==> src/rtl/core/ccsg_pkg.sv <==
// shared types and constants for the contour quad segment generator
`timescale 1ns / 1ps
`default_nettype none
package ccsg_pkg;

   localparam int VAL_W = 32;   // width of heights, coordinates and output words
   localparam int LEV_W = 36;   // internal width of a level in Q.F form
   localparam int MAG_W = 36;   // multiplicand / dividend magnitude width
   localparam int NUM_W = 33;   // multiplier and divisor width

   localparam logic [1:0] KIND_SEGMENT = 2'd0;
   localparam logic [1:0] KIND_DONE    = 2'd1;
   localparam logic [1:0] KIND_PATTERN = 2'd2;
   localparam logic [1:0] KIND_EXCEED  = 2'd3;

   localparam logic CSR_LEVEL_INTERVAL = 1'b0;
   localparam logic CSR_RASTER_MINIMUM = 1'b1;

   typedef struct packed {
      logic signed [VAL_W-1:0] value;
      logic signed [VAL_W-1:0] x;
      logic signed [VAL_W-1:0] y;
   } corner_type;

   typedef struct packed {
      logic signed [VAL_W-1:0] corner_a_value;
      logic signed [VAL_W-1:0] corner_a_x;
      logic signed [VAL_W-1:0] corner_a_y;
      logic signed [VAL_W-1:0] corner_g_value;
      logic signed [VAL_W-1:0] corner_g_x;
      logic signed [VAL_W-1:0] corner_g_y;
      logic signed [VAL_W-1:0] corner_i_value;
      logic signed [VAL_W-1:0] corner_i_x;
      logic signed [VAL_W-1:0] corner_i_y;
      logic signed [VAL_W-1:0] corner_c_value;
      logic signed [VAL_W-1:0] corner_c_x;
      logic signed [VAL_W-1:0] corner_c_y;
   } req_type;

   typedef struct packed {
      logic [1:0]              item_kind;
      logic signed [VAL_W-1:0] contour_level;
      logic signed [VAL_W-1:0] slot_index;
      logic signed [VAL_W-1:0] start_x;
      logic signed [VAL_W-1:0] start_y;
      logic signed [VAL_W-1:0] end_x;
      logic signed [VAL_W-1:0] end_y;
      logic                    left_high;
      logic                    last_of_quad;
   } rsp_type;

   // one classified quad handed from front to back
   typedef struct packed {
      corner_type [3:0]        corner;     // 0 a, 1 g, 2 i, 3 c
      logic signed [VAL_W-1:0] max_value;
      logic signed [LEV_W-1:0] level0;
      logic [VAL_W-1:0]        slot0;
   } job_type;

endpackage
`default_nettype wire

==> src/rtl/core/ccsg_fifo.sv <==
// two-entry job queue between front and back
`timescale 1ns / 1ps
`default_nettype none
module ccsg_fifo import ccsg_pkg::*; (
   input  wire logic    clock,
   input  wire logic    reset,
   input  wire logic    push,
   input  wire job_type push_item,
   output logic         full,
   input  wire logic    pop,
   output logic         empty,
   output job_type      head
);
   job_type    mem_ff [2];
   logic       wr_ff, wr_in, rd_ff, rd_in;
   logic [1:0] cnt_ff, cnt_in;

   always_comb begin
      wr_in  = wr_ff ^ push;
      rd_in  = rd_ff ^ pop;
      cnt_in = cnt_ff + (push ? 2'd1 : 2'd0) - (pop ? 2'd1 : 2'd0);
   end

   always_ff @(posedge clock) begin
      if (push) mem_ff[wr_ff] <= push_item;
      if (reset) begin
         wr_ff  <= 1'b0;
         rd_ff  <= 1'b0;
         cnt_ff <= 2'd0;
      end else begin
         wr_ff  <= wr_in;
         rd_ff  <= rd_in;
         cnt_ff <= cnt_in;
      end
   end

   assign full  = (cnt_ff == 2'd2);
   assign empty = (cnt_ff == 2'd0);
   assign head  = mem_ff[rd_ff];
endmodule
`default_nettype wire

==> config.mk <==
export PLATFORM = sky130hd
export DESIGN_NAME = ccsg_fifo
export DESIGN_NICKNAME = d
export VERILOG_FILES = /design/src/rtl/core/ccsg_pkg.sv /design/src/rtl/core/ccsg_fifo.sv
export SDC_FILE = /design/constraint.sdc
export NUM_CORES = 1
export LEC_CHECK = 0
export ABC_AREA = 1
export BUFFER_PORTS_ARGS = -buffer_cell sky130_fd_sc_hd__buf_4
export CAP_MARGIN = 5
export CORE_MARGIN = 2
export CORE_UTILIZATION = 25
export DETAILED_ROUTE_END_ITERATION = 7
export PLACE_DENSITY = 0.49
export SLEW_MARGIN = 20
export SYNTH_ARGS = -nofsm -noshare
export SYNTH_HDL_FRONTEND = slang
export SYNTH_SLANG_ARGS = --single-unit
==> constraint.sdc <==
create_clock -name clock -period 38.9 [get_ports clock]
set_input_delay 11.67 -clock clock [delete_from_list [all_inputs] [get_ports clock]]
set_output_delay 11.67 -clock clock [all_outputs]
set_load 0.01 [all_outputs]
==> impl_metrics.csv <==
group,metric,value,unit
outcome,status,"finished, final reports clean",
pwr,p_sw_share,22.82,%
logic_synthesis,synthXorXnorAreaFrac,0.02479,%
global_route,antenna_found_initial,17,
timing,fmax,61.03,MHz
setup_path,start_kind,"register",
timing,finalSetupViolations,0,
clock_tree,cts_sinks,972,
logic_synthesis,synth_top_family_by_area,"multiplexers",
pwr,p_seq_share,48.7,%
worst_hold_path,min_path_type,"register to register",
clock_tree,clock_latency,0.70,ns
clock_tree,cts.reportedPaths.clkPinSlew,0.06,ns
routing,drtAntennaViolNets,0,
layout,layout.nets,3070,
timing,finalHoldViolations,0,
timing,drv_slew,0,
timing,fin_setup_tns,0,ns
clock_tree,postCtsSetupBuffers,0,
setup_path,path_max_fanout,128,
logic_synthesis,synth-compound-area-share,0.01416,%
clock_tree,cts_buffer_depth,3,
clock_tree,cts_tree,"built",
timing,tightest_slew,1.066,ns
clock_tree,clockRootBuffer,"clkbuf_16",
layout,area.growth.synth_to_final,36.14,%
pwr,ir_drop,35.21,uV
pwr,powerDensity,53.02,mW/mm^2
placement,dp_slack,23.16,ns
timing,whs,0.5825,ns
routing,drc,0,
timing,skew,0.02430,ns
routing,vias,18530,
placement,gpl.final_weighted_congestion,0.8595,
floorplanning,num_rows,137,
logic_synthesis,yosysSeqAreaShare,82.49,%
pwr,pwr-share-clk,39.2,%
routing,routedWlPerCell,21.93,um
logic_synthesis,synth-simple-area-share,0.1098,%
placement,dp_cells,4348,
worst_hold_path,holdPathStages,3,
clock_tree,cts_buffers,104,
floorplanning,die_area,0.1444,mm^2
setup_path,crit_type,"register to primary output",
pwr,leakagePower,17.49,nW
routing,drt_iter0_drc,1172,
routing,routed_wl,99960,um
setup_path,r2r_cells,5,
flow_run,maxCapViolCount,0,
setup_path,worstPathArrival,4.72,ns
logic_synthesis,synthesis.area,0.03534,mm^2
floorplanning,start_util,25.26,%
floorplanning,io_pins,974,
routing,drt-pass1-iter-count,5,
setup_path,required,27.23,ns
pwr,netSwitchingPower,582.1,uW
global_route,grt_pass1_wl,140500,um
placement,post-dp-hpwl,72620,um
logic_synthesis,synth_nets,2025,
timing,fin_ws,22.51,ns
timing,slew_headroom,28.94,%
floorplanning,die_h,380.0,um
clock_tree,htreeDepth,3,
logic_synthesis,netlist_instances,1533,
layout,layout-drive-gt1-share,61.41,%
floorplanning,design.core.area,0.1399,mm^2
global_route,grt_pass1_vias,20200,
timing,rsz0062_at_grt,"false",
setup_path,cp-end-kind,"primary output",
logic_synthesis,ys_warn_count,0,
logic_synthesis,synthMuxAreaShare,15.42,%
pwr,p_comb_share,12.1,%
timing,min_period_over_period,42.12,%
pwr,internal-power,1.969,mW
routing,viasPerCell,4.067,
logic_synthesis,syn_area_per_cell,23.05,um^2
pwr,power,2.551,mW
placement,port_buffers,973,
clock_tree,ctsResizeCount,0,
logic_synthesis,post_synth_num_cell_types,13,
timing,layout_min_cycle_time,16.39,ns
global_route,grt_max_degree,129,
logic_synthesis,synth_fa_ha_area_share,0.1416,%
floorplanning,die_x,380.0,um
logic_synthesis,synth_seq_cells,972,
layout,stdcell_count,4557,
global_route,track_usage,13.30,%
global_route,overflow,0,
clock_tree,cts_hold_buf,0,
## area by class of cell
| type | count | area [um^2] |
|---|---|---|
| Multi-Input combinational cell | 500 | 5578 |
| Fill cell | 13420 | 91770 |
| Clock inverter | 69 | 767.0 |
| Timing Repair Buffer | 993 | 7467 |
| Antenna cell | 17 | 42.54 |
| Tap cell | 1876 | 2347 |
| Clock buffer | 123 | 2726 |
| Sequential cell | 972 | 29150 |
| Inverter | 7 | 26.28 |
## power by group through the flow
stage | sequential [mW] | clock, mW | combinational [mW]
finish | 1.24 | 0.999 | 0.310
global route | 1.25 | 1.07 | 0.328
CTS | 1.24 | 1.04 | 0.317
detailed placement | 1.26 | 0 | 0.315
global placement | 1.26 | 0 | 0.309
floorplan | 1.29 | 0 | 0.147
## cell families after synthesis
kind of cell,after synthesis
compound gates,1
flops,972
mux,484
fa+ha+maj,4
xor+xnor,1
buf+inv,61
simple gates,10
## routing by layer
layer	share of wire [%]	vias to the layer above	routed length (um)	global-route usage, %
met3	8.3	163	8279	4.587
met5	0	-	0	0
met1	35	9392	34990	13.79
met4	3.5	0	3529	6.379
met2	53	729	53160	23.90
li1	-	8249	-	-
## worst paths after layout
kind | endpoint | slack (ns) | startpoint
worst min-delay path | cnt_ff[1] | 0.58 | cnt_ff[1]
worst max-delay path | head[188] | 22.51 | rd_ff
worst min register to register | cnt_ff[1] | 0.58 | cnt_ff[1]
worst max register to register | mem_ff[0][449] | 34.92 | wr_ff
## state kept, by name, summed over array words and instances (netlist names)
register / flops
rd_ff: 1
cnt_ff: 2
mem_ff: 968
wr_ff: 1
## per-stage QoR
step,utilization (%),cell area (um^2)
global route,34.39,48100
CTS,34.36,48060
floorplan,-,35340
detailed placement,31.86,44570
finish,34.39,48110
global placement,31.86,44570
## synth_stat cells, drive strengths merged
| cell | number | area share (%) |
|---|---|---|
| edfxtp | 968 | 82 |
| mux2 | 484 | 15 |
| buf | 46 | 1.4 |
| clkbuf | 8 | 0.31 |
| inv | 7 | 0.074 |
| nor2 | 6 | 0.064 |
| dfxtp | 4 | 0.23 |
| ha | 4 | 0.14 |
| nand2 | 3 | 0.032 |
| a21oi | 1 | 0.014 |
| nand3 | 1 | 0.014 |
| xnor2 | 1 | 0.025 |
## cell usage in the layout (no fill, tap or decap)
| cell | count |
|---|---|
| buf_4 | 992 |
| edfxtp_1 | 968 |
| mux2_2 | 484 |
| clkbuf_16 | 106 |
| clkinv_2 | 24 |
| clkinv_1 | 20 |
| diode_2 | 17 |
| clkbuf_1 | 16 |
| bufinv_16 | 13 |
| inv_1 | 7 |
| nor2_1 | 6 |
| clkinvlp_4 | 5 |
| nand2_1 | 3 |
| clkinv_16 | 3 |
| dfxtp_1 | 3 |
| ha_1 | 2 |
| ha_4 | 2 |
| clkinv_4 | 2 |
| xnor2_1 | 1 |
| a21oi_1 | 1 |
| nand3_1 | 1 |
| inv_16 | 1 |
| clkbuf_8 | 1 |
| clkinv_8 | 1 |
| buf_12 | 1 |
| dfxtp_4 | 1 |
## worst max-delay path, stage by stage, from the launching register on
cell and delay (ns):
dfxtp_4 0.88, buf_4 0.83, buf_12 0.56, buf_4 0.80, mux2_2 0.43, buf_4 0.15
No activity file was read; power rests on OpenSTA's default activity.
