### src/rtl/core/ccsg_pkg.sv
// shared types and constants for the contour quad segment generator
`timescale 1ns / 1ps
`default_nettype none
package ccsg_pkg;

   localparam int VAL_W = 32;   // width of heights, coordinates and output words
   localparam int LEV_W = 36;   // internal width of a level in Q.F form
   localparam int MAG_W = 36;   // multiplicand / dividend magnitude width
   localparam int NUM_W = 33;   // multiplier and divisor width

   localparam logic [1:0] KIND_SEGMENT = 2'd0;
   localparam logic [1:0] KIND_DONE    = 2'd1;
   localparam logic [1:0] KIND_PATTERN = 2'd2;
   localparam logic [1:0] KIND_EXCEED  = 2'd3;

   localparam logic CSR_LEVEL_INTERVAL = 1'b0;
   localparam logic CSR_RASTER_MINIMUM = 1'b1;

   typedef struct packed {
      logic signed [VAL_W-1:0] value;
      logic signed [VAL_W-1:0] x;
      logic signed [VAL_W-1:0] y;
   } corner_type;

   typedef struct packed {
      logic signed [VAL_W-1:0] corner_a_value;
      logic signed [VAL_W-1:0] corner_a_x;
      logic signed [VAL_W-1:0] corner_a_y;
      logic signed [VAL_W-1:0] corner_g_value;
      logic signed [VAL_W-1:0] corner_g_x;
      logic signed [VAL_W-1:0] corner_g_y;
      logic signed [VAL_W-1:0] corner_i_value;
      logic signed [VAL_W-1:0] corner_i_x;
      logic signed [VAL_W-1:0] corner_i_y;
      logic signed [VAL_W-1:0] corner_c_value;
      logic signed [VAL_W-1:0] corner_c_x;
      logic signed [VAL_W-1:0] corner_c_y;
   } req_type;

   typedef struct packed {
      logic [1:0]              item_kind;
      logic signed [VAL_W-1:0] contour_level;
      logic signed [VAL_W-1:0] slot_index;
      logic signed [VAL_W-1:0] start_x;
      logic signed [VAL_W-1:0] start_y;
      logic signed [VAL_W-1:0] end_x;
      logic signed [VAL_W-1:0] end_y;
      logic                    left_high;
      logic                    last_of_quad;
   } rsp_type;

   // one classified quad handed from front to back
   typedef struct packed {
      corner_type [3:0]        corner;     // 0 a, 1 g, 2 i, 3 c
      logic signed [VAL_W-1:0] max_value;
      logic signed [LEV_W-1:0] level0;
      logic [VAL_W-1:0]        slot0;
   } job_type;

endpackage
`default_nettype wire

### src/rtl/core/ccsg_muldiv.sv
// bit-serial unit computing floor(mag*num/den) and its remainder, num <= den
`timescale 1ns / 1ps
`default_nettype none
module ccsg_muldiv import ccsg_pkg::*; (
   input  wire logic             clock,
   input  wire logic             reset,
   input  wire logic             start,
   input  wire logic [MAG_W-1:0] mag,
   input  wire logic [NUM_W-1:0] num,
   input  wire logic [NUM_W-1:0] den,
   output logic                  done,
   output logic [MAG_W-1:0]      quo,
   output logic [NUM_W-1:0]      rem
);
   localparam int CNT_W = $clog2(MAG_W + 1);
   localparam int ACC_W = NUM_W + 2;

   logic [MAG_W-1:0] mag_ff, mag_in, quo_ff, quo_in;
   logic [NUM_W-1:0] num_ff, num_in, den_ff, den_in, rem_ff, rem_in;
   logic [CNT_W-1:0] cnt_ff, cnt_in;
   logic             busy_ff, busy_in, done_ff, done_in;
   logic [ACC_W-1:0] acc, den1, den2, red;
   logic [1:0]       inc;

   always_comb begin
      acc  = {1'b0, rem_ff, 1'b0} + (mag_ff[MAG_W-1] ? ACC_W'(num_ff) : '0);
      den1 = ACC_W'(den_ff);
      den2 = {1'b0, den_ff, 1'b0};
      if (acc >= den2) begin
         red = acc - den2;
         inc = 2'd2;
      end else if (acc >= den1) begin
         red = acc - den1;
         inc = 2'd1;
      end else begin
         red = acc;
         inc = 2'd0;
      end
      mag_in  = mag_ff;
      num_in  = num_ff;
      den_in  = den_ff;
      quo_in  = quo_ff;
      rem_in  = rem_ff;
      cnt_in  = cnt_ff;
      busy_in = busy_ff;
      done_in = 1'b0;
      if (start) begin
         mag_in  = mag;
         num_in  = num;
         den_in  = den;
         quo_in  = '0;
         rem_in  = '0;
         cnt_in  = CNT_W'(MAG_W);
         busy_in = 1'b1;
      end else if (busy_ff) begin
         mag_in = mag_ff << 1;
         quo_in = (quo_ff << 1) + MAG_W'(inc);
         rem_in = NUM_W'(red);
         cnt_in = cnt_ff - 1'b1;
         if (cnt_ff == CNT_W'(1)) begin
            busy_in = 1'b0;
            done_in = 1'b1;
         end
      end
   end

   always_ff @(posedge clock) begin
      mag_ff <= mag_in;
      num_ff <= num_in;
      den_ff <= den_in;
      quo_ff <= quo_in;
      rem_ff <= rem_in;
      if (reset) begin
         cnt_ff  <= '0;
         busy_ff <= 1'b0;
         done_ff <= 1'b0;
      end else begin
         cnt_ff  <= cnt_in;
         busy_ff <= busy_in;
         done_ff <= done_in;
      end
   end

   assign done = done_ff;
   assign quo  = quo_ff;
   assign rem  = rem_ff;
endmodule
`default_nettype wire

### src/rtl/core/ccsg_front.sv
// front part: takes a quad, finds its height range, first level and first slot
`timescale 1ns / 1ps
`default_nettype none
module ccsg_front import ccsg_pkg::*; (
   input  wire logic                    clock,
   input  wire logic                    reset,
   input  wire logic                    req_valid,
   output logic                         req_ready,
   input  wire req_type                 req_item,
   input  wire logic [NUM_W-1:0]        level_step,
   input  wire logic signed [VAL_W-1:0] raster_minimum,
   input  wire logic                    job_full,
   output logic                         job_push,
   output job_type                      job_item
);
   typedef enum logic [7:0] {
      F_IDLE   = 8'b0000_0001,
      F_RANGE  = 8'b0000_0010,
      F_DIV1S  = 8'b0000_0100,
      F_DIV1W  = 8'b0000_1000,
      F_DIV2S  = 8'b0001_0000,
      F_DIV2W  = 8'b0010_0000,
      F_PUSH   = 8'b0100_0000,
      F_SPARE  = 8'b1000_0000
   } fstate_type;

   fstate_type              state_ff, state_in;
   job_type                 job_ff, job_in;
   logic signed [VAL_W-1:0] min_ff, min_in;
   logic signed [LEV_W-1:0] dvd_ff, dvd_in;
   logic signed [VAL_W-1:0] mn, mx;
   logic                    div_start, div_done;
   logic [MAG_W-1:0]        div_mag, div_quo;
   logic [NUM_W-1:0]        div_rem, rem_floor;
   logic [LEV_W-1:0]        quo_floor;
   logic                    neg;

   ccsg_muldiv u_div (
      .clock (clock), .reset (reset), .start (div_start),
      .mag (div_mag), .num (NUM_W'(1)), .den (level_step),
      .done (div_done), .quo (div_quo), .rem (div_rem)
   );

   always_comb begin
      mn = job_ff.corner[0].value;
      mx = job_ff.corner[0].value;
      for (int j = 1; j < 4; j++) begin
         if (job_ff.corner[j].value < mn) mn = job_ff.corner[j].value;
         if (job_ff.corner[j].value > mx) mx = job_ff.corner[j].value;
      end
      // floor division from magnitude quotient
      neg       = dvd_ff[LEV_W-1];
      quo_floor = neg ? (-LEV_W'(div_quo) - ((div_rem != '0) ? LEV_W'(1) : '0))
                      : LEV_W'(div_quo);
      rem_floor = (neg && div_rem != '0) ? level_step - div_rem : div_rem;
      div_mag   = dvd_ff[LEV_W-1] ? MAG_W'(-dvd_ff) : MAG_W'(dvd_ff);
   end

   always_comb begin
      state_in  = state_ff;
      job_in    = job_ff;
      min_in    = min_ff;
      dvd_in    = dvd_ff;
      div_start = 1'b0;
      job_push  = 1'b0;
      req_ready = (state_ff == F_IDLE);
      case (state_ff)
         F_IDLE: begin
            if (req_valid) begin
               job_in.corner[0] = '{req_item.corner_a_value, req_item.corner_a_x,
                                    req_item.corner_a_y};
               job_in.corner[1] = '{req_item.corner_g_value, req_item.corner_g_x,
                                    req_item.corner_g_y};
               job_in.corner[2] = '{req_item.corner_i_value, req_item.corner_i_x,
                                    req_item.corner_i_y};
               job_in.corner[3] = '{req_item.corner_c_value, req_item.corner_c_x,
                                    req_item.corner_c_y};
               state_in = F_RANGE;
            end
         end
         F_RANGE: begin
            min_in           = mn;
            job_in.max_value = mx;
            dvd_in           = LEV_W'(mn);
            state_in         = F_DIV1S;
         end
         F_DIV1S: begin
            div_start = 1'b1;
            state_in  = F_DIV1W;
         end
         F_DIV1W: begin
            if (div_done) begin
               // first level lies at or just below the minimum
               job_in.level0 = LEV_W'(min_ff) - LEV_W'(rem_floor);
               dvd_in   = LEV_W'(min_ff) - LEV_W'(rem_floor) - LEV_W'(raster_minimum);
               state_in = F_DIV2S;
            end
         end
         F_DIV2S: begin
            div_start = 1'b1;
            state_in  = F_DIV2W;
         end
         F_DIV2W: begin
            if (div_done) begin
               job_in.slot0 = quo_floor[VAL_W-1:0];
               state_in     = F_PUSH;
            end
         end
         F_PUSH: begin
            if (!job_full) begin
               job_push = 1'b1;
               state_in = F_IDLE;
            end
         end
         default: state_in = F_IDLE;
      endcase
   end

   always_ff @(posedge clock) begin
      job_ff <= job_in;
      min_ff <= min_in;
      dvd_ff <= dvd_in;
      if (reset) state_ff <= F_IDLE;
      else       state_ff <= state_in;
   end

   assign job_item = job_ff;
endmodule
`default_nettype wire

### config.mk
export PLATFORM = sky130hd
export DESIGN_NAME = ccsg_front
export DESIGN_NICKNAME = d
export VERILOG_FILES = /design/src/rtl/core/ccsg_pkg.sv /design/src/rtl/core/ccsg_muldiv.sv /design/src/rtl/core/ccsg_front.sv
export SDC_FILE = /design/constraint.sdc
export NUM_CORES = 2
export LEC_CHECK = 0
export BUFFER_PORTS_ARGS = -buffer_cell sky130_fd_sc_hd__buf_2
export CORE_AREA = 2 2 365 367
export CTS_CLUSTER_DIAMETER = 30
export CTS_CLUSTER_SIZE = 12
export DETAILED_ROUTE_END_ITERATION = 8
export DIE_AREA = 0 0 367 369
export GPL_ROUTABILITY_DRIVEN = 0
export PLACE_DENSITY = 0.51
export SYNTH_ARGS = -nofsm -noshare
export SYNTH_HDL_FRONTEND = slang
export SYNTH_SLANG_ARGS = --single-unit
### constraint.sdc
create_clock -name clock -period 36.5 [get_ports clock]
set_clock_uncertainty 0.15 [all_clocks]
set_input_delay 10.95 -clock clock [delete_from_list [all_inputs] [get_ports clock]]
set_output_delay 10.95 -clock clock [all_outputs]
set_load 0.03 [all_outputs]
==> metrics.cfg <==
[critical_path]
crit_buf_inv=2
cp_max_fo=2
path_cells=buf_2 > nor2b_1 > buf_2
setup.worst_path.end_class=output port
path_class=in -> out
crit_top_cell=buf_2
crit_family=buffers and inverters
crit_slowest_cell=buf_2
critPathArrivalTime_ns=11.34
startpoint_type=input pin
critPathMaxStageDelay_ns=0.20
cp.required_ns=25.40

[finish]
fillCellCount=12685
utilization=0.422
nets=5602
multi_input_area_um2=19300
syn_to_final_growth_pct=34.2
final-seq-area_um2=20200
fin_area_um2=55300
drive_above_1_share=0.290

[timing]
maxSlewViolCount=0
finalSetupTns_ns=0
fin_ws_ns=14.06
finalSetupViolCount=0
layout_min_cycle_time_ns=22.44
tightest_slew_ns=1.04
max_slew_margin=0.304
hold_violations=0
whs_ns=0.341
finalCritPeriodShare=0.615
rsz0062_at_grt=false
max_freq_mhz=44.6

[clock_tree]
cts-buffers-inserted=207
cts.sinks=700
hold_buffers=0
cts_tree=done
cts_root_buf=clkbuf_16
post-cts-setup-buffers=0
cts_max_level=4
clk_pin_slew_worst_paths_ns=0.04
clkLatencyLatePin_ns=0.83
clk_path_buf_depth=3
cts-resized-gates=0

[route]
drc=0
wl_per_cell_um=25.5
wirelength_um=172000
postRouteAntennaNets=0
drtPass1Iterations=5
drt_iter0_drc=2725
vias_per_cell=4.99
vias=33651

[floorplanning]
start_util=0.314
dieHeight_um=369
die_area_um2=135000
die_w_um=367
core.rowCount=133
core_area_um2=131000
io_pins=939

[yosys]
yosys.cell_count.top_type=edfxtp_1
avgSynthCellArea_um2=11.2
synth_nets=4513
synth_area_leaders=edfxtp_1 45%, ha_1 12%, mux2i_1 4.6%
synth_edf_count=620
syn_area_um2=41200
synth_commonest_cells=620 x edfxtp_1, 387 x ha_1, 367 x inv_1, 236 x a21oi_1, 199 x nand2_1
synth_compound_area_frac=0.133
synth_seq_cells=700
synthAdderAreaFrac=0.120
synthXorXnorAreaFrac=0.0482
synth_cell_types=86
yosysSeqAreaShare=0.491
synthCells=3668
ys.warnings.count=0
synth_top_flop_cell=edfxtp_1
synth_top_area_share=0.452
synth_top_family_by_area=compound AO/OA/AOI/OAI gates
synth-simple-area-share=0.0880
synthArstFlopShare=0
synth.largest_area_cell=edfxtp_1
synthMuxAreaShare=0.0770

[global_routing]
grt_max_degree=147
grtUsageTotal=0.246
grt_overflow=0
grt_pass1_vias=33441
grt_pass1_wl_um=238000
antenna_found_initial=113

[hold_path]
min_path_type=reg -> reg

[placement]
hpwl_um=138000
post-place-ws_ns=14.05
dpl_cell_area_um2=48000
portBuffers=938

[run]
cap_violations=0

[power_and_ir_drop]
powerDensity_nw_per_um2=83.0
irDropWorstVdd_mv=0.0566
p_leak_nw=24.7

[status]
status=complete, no violations

==> cells in the final DEF (no fill, tap or decap), types with 28 or more instances in the layout <==
cell       count
a211oi_1      47
a21o_1       125
a21oi_1      236
buf_2        938
clkbuf_16    207
clkinv_1      41
clkinv_2      39
dfxtp_1       79
diode_2       49
edfxtp_1     620
ha_1         387
inv_1        365
mux2_2        77
mux2i_1      189
nand2_1      199
nand3_1       64
nand4_1       46
nor2_1       186
nor2b_1       38
nor3_1        46
o21a_1        39
o21ai_0      195
o21bai_1      28
xnor2_1      138
xor2_1        89
==> state kept, by name, indices dropped and copies added, names as in the netlist <==
register,flops
dvd_ff,36
u_div.rem,33
state_ff,7
u_div.quo,32
u_div.done,1
u_div.mag_ff,36
u_div.den_ff,33
job_item,483
u_div.cnt_ff,6
min_ff,32
u_div.busy_ff,1
==> worst paths after layout <==
path	start	to	slack [ns]	cells after the start
min reg2reg	u_div.quo[0]	u_div.quo[0]	0.34	2
min	u_div.quo[0]	u_div.quo[0]	0.34	2
max	job_full	job_push	14.06	3
max reg2reg	job_item[291]	job_item[68]	25.06	34
==> stage by stage <==
stage          instances  power [W]
2_1_floorplan       3668    0.00234
3_3_place_gp        6303    0.00276
3_5_place_dp        6303    0.00277
4_1_cts             6694    0.00462
5_1_grt             6703    0.00485
6_report            6743    0.00459
==> kinds of logic after synthesis <==
group,count (synthesis)
AOI/OAI and AO/OA,856
and+or+nand+nor,744
DFF,700
buffers and inverters,455
adders and majority gates,392
muxes,294
xor gates and xnor gates,227
==> worst reg2reg max path: cells and delay by family, from the launching register on <==
| kind | cells | cell delay, ns |
|---|---|---|
| simple gates | 17 | 4.88 |
| buf+inv | 6 | 2.17 |
| mux | 4 | 1.24 |
| compound gates | 4 | 1.08 |
| fa+ha+maj | 3 | 1.05 |
| flops | 1 | 0.53 |
==> report_power, final <==
part           switching, W  leakage [nW]  internal (W)  total [W]
Clock              0.000578          3.44       0.00124    0.00182
Combinational      0.000990          14.8      0.000703    0.00169
Sequential        0.0000863          6.44      0.000995    0.00108
==> layer usage <==
layer,GRT usage,share of wire,vias to the layer above
met1,0.289,0.38,16068
met2,0.401,0.46,1365
met4,0.0797,0.031,16
met5,0,0.00052,-
li1,-,-,15854
met3,0.111,0.13,348
==> final cells by class <==
cell class,count,share of cell area
antenna,49,0.00222
clock buffer,237,0.0969
clock inverter,154,0.0332
inverter,369,0.0250
multi-input combinational,2513,0.349
sequential,700,0.366
tap,1755,0.0397
timing repair buffer,966,0.0889
Note: power is estimated with default switching activity, not from simulation.
