===== src/rtl/core/ccsg_pkg.sv =====
// shared types and constants for the contour quad segment generator
`timescale 1ns / 1ps
`default_nettype none
package ccsg_pkg;

   localparam int VAL_W = 32;   // width of heights, coordinates and output words
   localparam int LEV_W = 36;   // internal width of a level in Q.F form
   localparam int MAG_W = 36;   // multiplicand / dividend magnitude width
   localparam int NUM_W = 33;   // multiplier and divisor width

   localparam logic [1:0] KIND_SEGMENT = 2'd0;
   localparam logic [1:0] KIND_DONE    = 2'd1;
   localparam logic [1:0] KIND_PATTERN = 2'd2;
   localparam logic [1:0] KIND_EXCEED  = 2'd3;

   localparam logic CSR_LEVEL_INTERVAL = 1'b0;
   localparam logic CSR_RASTER_MINIMUM = 1'b1;

   typedef struct packed {
      logic signed [VAL_W-1:0] value;
      logic signed [VAL_W-1:0] x;
      logic signed [VAL_W-1:0] y;
   } corner_type;

   typedef struct packed {
      logic signed [VAL_W-1:0] corner_a_value;
      logic signed [VAL_W-1:0] corner_a_x;
      logic signed [VAL_W-1:0] corner_a_y;
      logic signed [VAL_W-1:0] corner_g_value;
      logic signed [VAL_W-1:0] corner_g_x;
      logic signed [VAL_W-1:0] corner_g_y;
      logic signed [VAL_W-1:0] corner_i_value;
      logic signed [VAL_W-1:0] corner_i_x;
      logic signed [VAL_W-1:0] corner_i_y;
      logic signed [VAL_W-1:0] corner_c_value;
      logic signed [VAL_W-1:0] corner_c_x;
      logic signed [VAL_W-1:0] corner_c_y;
   } req_type;

   typedef struct packed {
      logic [1:0]              item_kind;
      logic signed [VAL_W-1:0] contour_level;
      logic signed [VAL_W-1:0] slot_index;
      logic signed [VAL_W-1:0] start_x;
      logic signed [VAL_W-1:0] start_y;
      logic signed [VAL_W-1:0] end_x;
      logic signed [VAL_W-1:0] end_y;
      logic                    left_high;
      logic                    last_of_quad;
   } rsp_type;

   // one classified quad handed from front to back
   typedef struct packed {
      corner_type [3:0]        corner;     // 0 a, 1 g, 2 i, 3 c
      logic signed [VAL_W-1:0] max_value;
      logic signed [LEV_W-1:0] level0;
      logic [VAL_W-1:0]        slot0;
   } job_type;

endpackage
`default_nettype wire


===== src/rtl/core/ccsg_muldiv.sv =====
// bit-serial unit computing floor(mag*num/den) and its remainder, num <= den
`timescale 1ns / 1ps
`default_nettype none
module ccsg_muldiv import ccsg_pkg::*; (
   input  wire logic             clock,
   input  wire logic             reset,
   input  wire logic             start,
   input  wire logic [MAG_W-1:0] mag,
   input  wire logic [NUM_W-1:0] num,
   input  wire logic [NUM_W-1:0] den,
   output logic                  done,
   output logic [MAG_W-1:0]      quo,
   output logic [NUM_W-1:0]      rem
);
   localparam int CNT_W = $clog2(MAG_W + 1);
   localparam int ACC_W = NUM_W + 2;

   logic [MAG_W-1:0] mag_ff, mag_in, quo_ff, quo_in;
   logic [NUM_W-1:0] num_ff, num_in, den_ff, den_in, rem_ff, rem_in;
   logic [CNT_W-1:0] cnt_ff, cnt_in;
   logic             busy_ff, busy_in, done_ff, done_in;
   logic [ACC_W-1:0] acc, den1, den2, red;
   logic [1:0]       inc;

   always_comb begin
      acc  = {1'b0, rem_ff, 1'b0} + (mag_ff[MAG_W-1] ? ACC_W'(num_ff) : '0);
      den1 = ACC_W'(den_ff);
      den2 = {1'b0, den_ff, 1'b0};
      if (acc >= den2) begin
         red = acc - den2;
         inc = 2'd2;
      end else if (acc >= den1) begin
         red = acc - den1;
         inc = 2'd1;
      end else begin
         red = acc;
         inc = 2'd0;
      end
      mag_in  = mag_ff;
      num_in  = num_ff;
      den_in  = den_ff;
      quo_in  = quo_ff;
      rem_in  = rem_ff;
      cnt_in  = cnt_ff;
      busy_in = busy_ff;
      done_in = 1'b0;
      if (start) begin
         mag_in  = mag;
         num_in  = num;
         den_in  = den;
         quo_in  = '0;
         rem_in  = '0;
         cnt_in  = CNT_W'(MAG_W);
         busy_in = 1'b1;
      end else if (busy_ff) begin
         mag_in = mag_ff << 1;
         quo_in = (quo_ff << 1) + MAG_W'(inc);
         rem_in = NUM_W'(red);
         cnt_in = cnt_ff - 1'b1;
         if (cnt_ff == CNT_W'(1)) begin
            busy_in = 1'b0;
            done_in = 1'b1;
         end
      end
   end

   always_ff @(posedge clock) begin
      mag_ff <= mag_in;
      num_ff <= num_in;
      den_ff <= den_in;
      quo_ff <= quo_in;
      rem_ff <= rem_in;
      if (reset) begin
         cnt_ff  <= '0;
         busy_ff <= 1'b0;
         done_ff <= 1'b0;
      end else begin
         cnt_ff  <= cnt_in;
         busy_ff <= busy_in;
         done_ff <= done_in;
      end
   end

   assign done = done_ff;
   assign quo  = quo_ff;
   assign rem  = rem_ff;
endmodule
`default_nettype wire


===== src/rtl/core/ccsg_back.sv =====
// back part: walks levels and edges, interpolates crossings, emits items
`timescale 1ns / 1ps
`default_nettype none
module ccsg_back import ccsg_pkg::*; #(
   parameter int MAX_LEVELS = 16,
   parameter int FRAC_BITS  = 8
) (
   input  wire logic             clock,
   input  wire logic             reset,
   input  wire logic             job_empty,
   input  wire job_type          job_head,
   output logic                  job_pop,
   input  wire logic [NUM_W-1:0] level_step,
   output logic                  rsp_valid,
   input  wire logic             rsp_ready,
   output rsp_type               rsp_item
);
   localparam int DONE_W = $clog2(MAX_LEVELS + 1);

   typedef enum logic [10:0] {
      B_IDLE   = 11'b000_0000_0001,
      B_LEVEL  = 11'b000_0000_0010,
      B_EDGE   = 11'b000_0000_0100,
      B_XSTART = 11'b000_0000_1000,
      B_XWAIT  = 11'b000_0001_0000,
      B_YSTART = 11'b000_0010_0000,
      B_YWAIT  = 11'b000_0100_0000,
      B_NEXT   = 11'b000_1000_0000,
      B_PAIR   = 11'b001_0000_0000,
      B_EMIT   = 11'b010_0000_0000,
      B_CLOSE  = 11'b100_0000_0000
   } bstate_type;

   bstate_type              state_ff, state_in;
   job_type                 job_ff, job_in;
   corner_type [3:0]        rot_ff, rot_in;
   corner_type              base_ff, base_in, other_ff, other_in;
   logic [NUM_W-1:0]        num_ff, num_in, den_ff, den_in;
   logic signed [LEV_W-1:0] lv_ff, lv_in;
   logic [VAL_W-1:0]        slot_ff, slot_in;
   logic [DONE_W-1:0]       done_ff, done_in;
   logic [1:0]              eidx_ff, eidx_in, kind_ff, kind_in;
   logic [2:0]              n_ff, n_in, n1_ff, n1_in, n2_ff, n2_in, n3_ff, n3_in;
   logic signed [VAL_W-1:0] px_ff [4];
   logic signed [VAL_W-1:0] py_ff [4];
   logic                    neg_ff, neg_in;
   logic                    seg1_ff, seg1_in, seg2_ff, seg2_in, err_ff, err_in;
   logic                    lh1_ff, lh1_in;
   logic                    rsp_valid_ff, rsp_valid_in;
   rsp_type                 rsp_ff, rsp_in;

   logic                    div_start, div_done, can_load, pt_write;
   logic [MAG_W-1:0]        div_mag, div_quo;
   logic [NUM_W-1:0]        div_rem;
   logic signed [LEV_W-1:0] v1, v2, v3, va, vg, vi, vc;
   logic signed [VAL_W:0]   diff;
   logic signed [VAL_W-1:0] bcoord, ocoord, pt;
   logic [MAG_W-1:0]        qr;
   logic                    is_y, up, down, flat, a_on, g_on, c_on;
   logic signed [LEV_W:0]   prev_lv;

   ccsg_muldiv u_div (
      .clock (clock), .reset (reset), .start (div_start),
      .mag (div_mag), .num (num_ff), .den (den_ff),
      .done (div_done), .quo (div_quo), .rem (div_rem)
   );

   always_comb begin
      v1   = LEV_W'(rot_ff[0].value);
      v2   = LEV_W'(rot_ff[1].value);
      v3   = LEV_W'(rot_ff[2].value);
      va   = LEV_W'(job_ff.corner[0].value);
      vg   = LEV_W'(job_ff.corner[1].value);
      vi   = LEV_W'(job_ff.corner[2].value);
      vc   = LEV_W'(job_ff.corner[3].value);
      up   = (v1 < lv_ff) && (v2 >= lv_ff);
      down = (v1 > lv_ff) && (v2 <= lv_ff);
      flat = (v1 == lv_ff) && (v2 == lv_ff) && (v3 != lv_ff);
      a_on = (va == lv_ff);
      g_on = (vg == lv_ff);
      c_on = (vc == lv_ff);
      is_y    = (state_ff == B_YSTART) || (state_ff == B_YWAIT);
      bcoord  = is_y ? base_ff.y : base_ff.x;
      ocoord  = is_y ? other_ff.y : other_ff.x;
      diff    = (VAL_W+1)'(ocoord) - (VAL_W+1)'(bcoord);
      div_mag = diff[VAL_W] ? MAG_W'(-diff) : MAG_W'(diff);
      // offset rounded to nearest, ties away from the base corner
      qr = div_quo + (({div_rem, 1'b0} >= {1'b0, den_ff}) ? MAG_W'(1) : '0);
      pt = neg_ff ? bcoord - VAL_W'(qr) : bcoord + VAL_W'(qr);
      prev_lv  = (LEV_W+1)'(lv_ff) - (LEV_W+1)'(level_step);
      can_load = !rsp_valid_ff || rsp_ready;
   end

   always_comb begin
      state_in     = state_ff;
      job_in       = job_ff;
      rot_in       = rot_ff;
      base_in      = base_ff;
      other_in     = other_ff;
      num_in       = num_ff;
      den_in       = den_ff;
      lv_in        = lv_ff;
      slot_in      = slot_ff;
      done_in      = done_ff;
      eidx_in      = eidx_ff;
      kind_in      = kind_ff;
      n_in         = n_ff;
      n1_in        = n1_ff;
      n2_in        = n2_ff;
      n3_in        = n3_ff;
      neg_in       = neg_ff;
      seg1_in      = seg1_ff;
      seg2_in      = seg2_ff;
      err_in       = err_ff;
      lh1_in       = lh1_ff;
      rsp_in       = rsp_ff;
      rsp_valid_in = rsp_valid_ff && !rsp_ready;
      div_start    = 1'b0;
      job_pop      = 1'b0;
      pt_write     = 1'b0;
      case (state_ff)
         B_IDLE: begin
            if (!job_empty) begin
               job_pop  = 1'b1;
               job_in   = job_head;
               lv_in    = job_head.level0;
               slot_in  = job_head.slot0;
               done_in  = '0;
               state_in = B_LEVEL;
            end
         end
         B_LEVEL: begin
            if (!(prev_lv < (LEV_W+1)'(job_ff.max_value))) begin
               kind_in  = KIND_DONE;
               state_in = B_CLOSE;
            end else if (done_ff == DONE_W'(MAX_LEVELS)) begin
               kind_in  = KIND_EXCEED;
               state_in = B_CLOSE;
            end else begin
               rot_in   = job_ff.corner;
               n_in     = '0;
               eidx_in  = '0;
               state_in = B_EDGE;
            end
         end
         B_EDGE: begin
            if (up) begin
               base_in  = rot_ff[0];
               other_in = rot_ff[1];
               num_in   = NUM_W'(lv_ff - v1);
               den_in   = NUM_W'(v2 - v1);
               state_in = B_XSTART;
            end else if (down) begin
               base_in  = rot_ff[1];
               other_in = rot_ff[0];
               num_in   = NUM_W'(lv_ff - v2);
               den_in   = NUM_W'(v1 - v2);
               state_in = B_XSTART;
            end else if (flat) begin
               // whole edge on the level: its far corner is the crossing
               base_in  = rot_ff[1];
               pt_write = 1'b1;
               n_in     = n_ff + 3'd1;
               state_in = B_NEXT;
            end else begin
               state_in = B_NEXT;
            end
         end
         B_XSTART: begin
            div_start = 1'b1;
            neg_in    = diff[VAL_W];
            state_in  = B_XWAIT;
         end
         B_XWAIT: begin
            if (div_done) state_in = B_YSTART;
         end
         B_YSTART: begin
            div_start = 1'b1;
            neg_in    = diff[VAL_W];
            state_in  = B_YWAIT;
         end
         B_YWAIT: begin
            if (div_done) begin
               n_in     = n_ff + 3'd1;
               state_in = B_NEXT;
            end
         end
         B_NEXT: begin
            case (eidx_ff)
               2'd0:    n1_in = n_ff;
               2'd1:    n2_in = n_ff;
               2'd2:    n3_in = n_ff;
               default: ;
            endcase
            for (int j = 0; j < 4; j++) rot_in[j] = rot_ff[(j + 1) % 4];
            eidx_in = eidx_ff + 2'd1;
            if (eidx_ff == 2'd3) state_in = B_PAIR;
            else                 state_in = B_EDGE;
         end
         B_PAIR: begin
            seg1_in = 1'b0;
            err_in  = 1'b0;
            lh1_in  = 1'b0;
            if (n_ff >= 3'd2) begin
               if (n1_ff == 3'd1 && n2_ff == 3'd2) begin
                  seg1_in = 1'b1;
                  lh1_in  = vc > vg;
               end else if (n1_ff == 3'd1 && n3_ff == 3'd2) begin
                  seg1_in = 1'b1;
                  lh1_in  = va > vi;
               end else if (n1_ff == 3'd1 && n_ff == 3'd2) begin
                  seg1_in = !(a_on && g_on);
                  lh1_in  = va > vi;
               end else if (n2_ff == 3'd1 && n3_ff == 3'd2) begin
                  seg1_in = 1'b1;
                  lh1_in  = va > vi;
               end else if (n2_ff == 3'd1 && n_ff == 3'd2) begin
                  seg1_in = 1'b1;
                  lh1_in  = vg > vc;
               end else if (n3_ff == 3'd1 && n_ff == 3'd2) begin
                  seg1_in = !(c_on && a_on);
                  lh1_in  = vg > vc;
               end else begin
                  err_in = 1'b1;
               end
            end
            seg2_in  = (n_ff == 3'd4) && !(c_on && a_on);
            state_in = B_EMIT;
         end
         B_EMIT: begin
            if (err_ff) begin
               kind_in  = KIND_PATTERN;
               state_in = B_CLOSE;
            end else if (seg1_ff || seg2_ff) begin
               if (can_load) begin
                  rsp_valid_in         = 1'b1;
                  rsp_in.item_kind     = KIND_SEGMENT;
                  rsp_in.contour_level = VAL_W'(lv_ff >>> FRAC_BITS);
                  rsp_in.slot_index    = slot_ff;
                  rsp_in.last_of_quad  = 1'b0;
                  if (seg1_ff) begin
                     rsp_in.start_x   = px_ff[0];
                     rsp_in.start_y   = py_ff[0];
                     rsp_in.end_x     = px_ff[1];
                     rsp_in.end_y     = py_ff[1];
                     rsp_in.left_high = lh1_ff;
                     seg1_in          = 1'b0;
                  end else begin
                     rsp_in.start_x   = px_ff[2];
                     rsp_in.start_y   = py_ff[2];
                     rsp_in.end_x     = px_ff[3];
                     rsp_in.end_y     = py_ff[3];
                     rsp_in.left_high = vi > vc;
                     seg2_in          = 1'b0;
                  end
               end
            end else begin
               lv_in    = lv_ff + LEV_W'(level_step);
               slot_in  = slot_ff + VAL_W'(1);
               done_in  = done_ff + DONE_W'(1);
               state_in = B_LEVEL;
            end
         end
         B_CLOSE: begin
            if (can_load) begin
               rsp_valid_in        = 1'b1;
               rsp_in              = '0;
               rsp_in.item_kind    = kind_ff;
               rsp_in.last_of_quad = 1'b1;
               state_in            = B_IDLE;
            end
         end
         default: state_in = B_IDLE;
      endcase
   end

   always_ff @(posedge clock) begin
      job_ff   <= job_in;
      rot_ff   <= rot_in;
      base_ff  <= base_in;
      other_ff <= other_in;
      num_ff   <= num_in;
      den_ff   <= den_in;
      lv_ff    <= lv_in;
      slot_ff  <= slot_in;
      done_ff  <= done_in;
      eidx_ff  <= eidx_in;
      kind_ff  <= kind_in;
      n_ff     <= n_in;
      n1_ff    <= n1_in;
      n2_ff    <= n2_in;
      n3_ff    <= n3_in;
      neg_ff   <= neg_in;
      seg1_ff  <= seg1_in;
      seg2_ff  <= seg2_in;
      err_ff   <= err_in;
      lh1_ff   <= lh1_in;
      rsp_ff   <= rsp_in;
      if (pt_write) begin
         px_ff[n_ff[1:0]] <= rot_ff[1].x;
         py_ff[n_ff[1:0]] <= rot_ff[1].y;
      end else if (state_ff == B_XWAIT && div_done) begin
         px_ff[n_ff[1:0]] <= pt;
      end else if (state_ff == B_YWAIT && div_done) begin
         py_ff[n_ff[1:0]] <= pt;
      end
      if (reset) begin
         state_ff     <= B_IDLE;
         rsp_valid_ff <= 1'b0;
      end else begin
         state_ff     <= state_in;
         rsp_valid_ff <= rsp_valid_in;
      end
   end

   assign rsp_valid = rsp_valid_ff;
   assign rsp_item  = rsp_ff;
endmodule
`default_nettype wire


===== config.mk =====
export PLATFORM = sky130hd
export DESIGN_NAME = ccsg_back
export DESIGN_NICKNAME = d
export VERILOG_FILES = /design/src/rtl/core/ccsg_pkg.sv /design/src/rtl/core/ccsg_muldiv.sv /design/src/rtl/core/ccsg_back.sv
export SDC_FILE = /design/constraint.sdc
export NUM_CORES = 2
export LEC_CHECK = 0
export ABC_AREA = 1
export BUFFER_PORTS_ARGS = -buffer_cell sky130_fd_sc_hd__buf_2
export CAP_MARGIN = 20
export CORE_MARGIN = 2
export CORE_UTILIZATION = 56
export DETAILED_ROUTE_END_ITERATION = 6
export GPL_TIMING_DRIVEN = 0
export HOLD_SLACK_MARGIN = 0.1
export PLACE_DENSITY = 0.75
export SYNTH_ARGS = -nofsm -noshare
export SYNTH_HDL_FRONTEND = slang
export SYNTH_SLANG_ARGS = --single-unit

===== constraint.sdc =====
create_clock -name clock -period 65.5 [get_ports clock]
set_clock_uncertainty 0.1 [all_clocks]
set_input_delay 13.1 -clock clock [delete_from_list [all_inputs] [get_ports clock]]
set_output_delay 13.1 -clock clock [all_outputs]
set_load 0.03 [all_outputs]

==> metrics.txt <==
Detailed Place HPWL=275,000 um; Core Box Area=between 150,000 and 200,000 um^2; Sink Count=approximately 1,700; warning count from the yosys run=0; WP data required=between 50 and 60 ns; Die W=between 400 and 500 um; flop2flop setup slack=approximately 56 ns; Initial DRC Count=~11,000; Cells after DPL=approximately 13,000; status=complete, no violations; pin count of the biggest net entering global routing=71; dominant cells by area after synthesis=edfxtp_1, nand2_1, ha_1, inv_1, o21ai_0; IO buf count=approximately 720; CP Cell Sequence=buf_2, nor2_4, buf_16, buf_12, buf_12, buf_2; CTS clk-pin slew, worst paths=~0.06 ns; M2 GR Usage=0.553; number of top-level pins=around 720; first-pass GRT wire length=approximately 490,000 um; Post-CTS Hold Fix Bufs=0; # rows=roughly 150; Setup TNS=0 ns; Max VDD drop=0.0354 mV; CP startpoint kind=input pin; Worst slew margin=0.170; Hold Startpoint=num_ff[16]; reg2reg path depth=37; FFs w/ async S/R, synth=0; WHS Endpoint=u_div.num_ff[16]; CP max stage delay=approximately 0.60 ns; post-synthesis average cell area=around 9.1 um^2; worst r2r dst=u_div.quo[31]; FF-to-FF Start=u_div.mag_ff[35]; Hold Path Class=flip-flop to flip-flop; Max-cap violations=0; Slew Viols, Final=0; CP startpoint=job_empty; Worst setup EP type=output port; post-cts sizing count=0; initial antenna violation count=33; 1st-pass router iterations=7; number of global-route vias before repair=between 70,000 and 80,000; Worst EP arrival=approximately 15 ns; crit share post-route=0.428; Synth top area share=0.515; RSZ-0062 raised after global routing=no; nets=between 10,000 and 15,000; area delta synth->final=14.2%; pwr dens=about 37 nW/um^2; Most used DFF post-synth=edfxtp_1; clock buffer depth=3; global placer's final weighted congestion=1.03; Final setup viols=0; GRT Max-Usage Layer=met1; routed vias=81,100; Layout Cells excl Fill=roughly 14,000; top cells by count, synth=nand2_1, edfxtp_1, inv_1; Slew @ Worst Pin=around 1.2 ns; Crit Path Class=input pin to output port; EDFF count, synth=roughly 1,600; Mapped Cells=10,500; clock latency on the worst-skew pair=approximately 0.86 ns; count leader, synth=nand2_1; Crit Path Max Fanout=35; WHS Path Cells=0; leakage power=roughly 0.048 uW; count of cell types in the netlist=69; share of layout cells above drive strength 1=0.101; met1 usage=0.554; GRT overflow=0; sequential area share after synthesis=0.533; DIE HEIGHT=around 420 um; register bit total from synthesis=about 1,700; CTS tree=yes; Synth Cell Area=around 95,000 um^2; H-tree depth=4; remaining antenna violation count=0; M3 GR Usage=0.0933; final WL=~340,000 um; Max Fclk=about 36 MHz; Root Driver=clkbuf_16; Initial Util=0.564; final worst path period need=approximately 28 ns; drt drc=0; total track usage=0.383; slowest CP cell=nor2_4; total die area=174,000 um^2; Inserted Clock Buffers=~180; area leader, netlist=edfxtp_1; Wirelength per Cell=between 20 and 25 um; final hold violation count=0; setup bufs post-CTS=0; synthesized net count=~12,000; number of vias per cell=5.86
==> metrics by stage <==
stage	cell area (um^2)	utilization	hold WS, ns	setup slack (ns)	total power (uW)
finish	109000	0.643	0.287	37.44	3980
global route	109000	0.643	0.316	37.41	4150
CTS	109000	0.643	0.285	37.47	3930
detailed placement	103000	0.608	0.305	37.48	2910
global placement	102000	0.601	0.305	12.79	2960
floorplan	95500	-	0.300	21.79	2440
==> cells in the final DEF, fill, tap and decap left out, types with 10 or more instances in the layout <==
master,netlist,routed
buf_12,0,23
bufinv_16,0,20
xnor2_1,122,122
and2_1,11,11
inv_6,0,10
inv_1,1274,1273
buf_8,0,12
o22ai_1,15,15
a31oi_1,48,48
a21boi_0,13,13
a21oi_1,695,687
nand4_1,128,128
fa_1,10,10
nand2_1,2926,2925
diode_2,0,24
a221oi_1,13,13
dfxtp_1,85,85
clkbuf_1,292,317
o21a_1,24,24
clkinv_2,0,34
o21ai_1,26,26
nor2_1,699,697
buf_16,0,13
clkinv_1,4,36
edfxtp_1,1638,1638
xor2_1,321,321
or2_2,28,28
a211oi_1,17,16
nand3b_1,11,11
nor4_1,43,43
o21ai_0,775,774
ha_1,578,578
nand3_1,350,350
o21bai_1,19,19
clkbuf_16,0,179
o211ai_1,34,34
nor3_1,128,128
buf_2,36,756
a21o_1,30,30
==> how the worst max path moves through the flow <==
stage               to  slack [ns]  cells past startpoint
2_1_floorplan  job_pop       21.79                      1
3_3_place_gp   job_pop       12.79                      3
3_5_place_dp   job_pop       37.48                      6
4_1_cts        job_pop       37.47                      6
5_1_grt        job_pop       37.41                      6
6_report       job_pop       37.44                      6
==> logic make-up after synthesis <==
kind of cell / share of synthesized area
simple gates: 0.185
fa+ha+maj: 0.0778
compound gates: 0.0981
flops: 0.533
buf+inv: 0.0647
mux: 0.000210
xor+xnor: 0.0411
==> critical path: cells and delay by family <==
family | cells | cell delay [ns]
AND/OR/NAND/NOR | 1 | 0.60
buffers and inverters | 5 | 1.08
==> flip-flops by register name, summed over array words and instances, names as in the netlist, 5 cells and up <==
name	count
done_ff	5
py_ff	128
other_ff	64
lv_ff	36
u_div.num_ff	33
px_ff	128
u_div.quo	32
rot_ff	384
num_ff	33
job_ff	416
u_div.den_ff	33
rsp_item	192
u_div.rem	33
state_ff	11
den_ff	33
slot_ff	32
u_div.cnt_ff	6
u_div.mag_ff	36
base_ff	64
==> final cells by class <==
type	instances	area, um^2
Antenna cell	24	60.1
Clock buffer	211	4620
Buffer	342	1370
Clock inverter	117	1280
Timing Repair Buffer	773	4640
Multi-Input combinational cell	7140	38600
Sequential cell	1723	50900
Tap cell	2218	2780
Fill cell	13800	60400
Inverter	1286	4830
==> metal layers <==
metal / wire length (um) / vias to the layer above
met5: 122 / -
met4: 15000 / 18
met3: 39500 / 613
met2: 143000 / 4716
met1: 142000 / 38600
li1: - / 37200
==> power breakdown <==
part / internal (uW) / switching, uW
clock network: 587 / 448
registers: 1440 / 130
logic: 414 / 966
total: 2440 / 1540
Power figures use the tool's default switching activity.
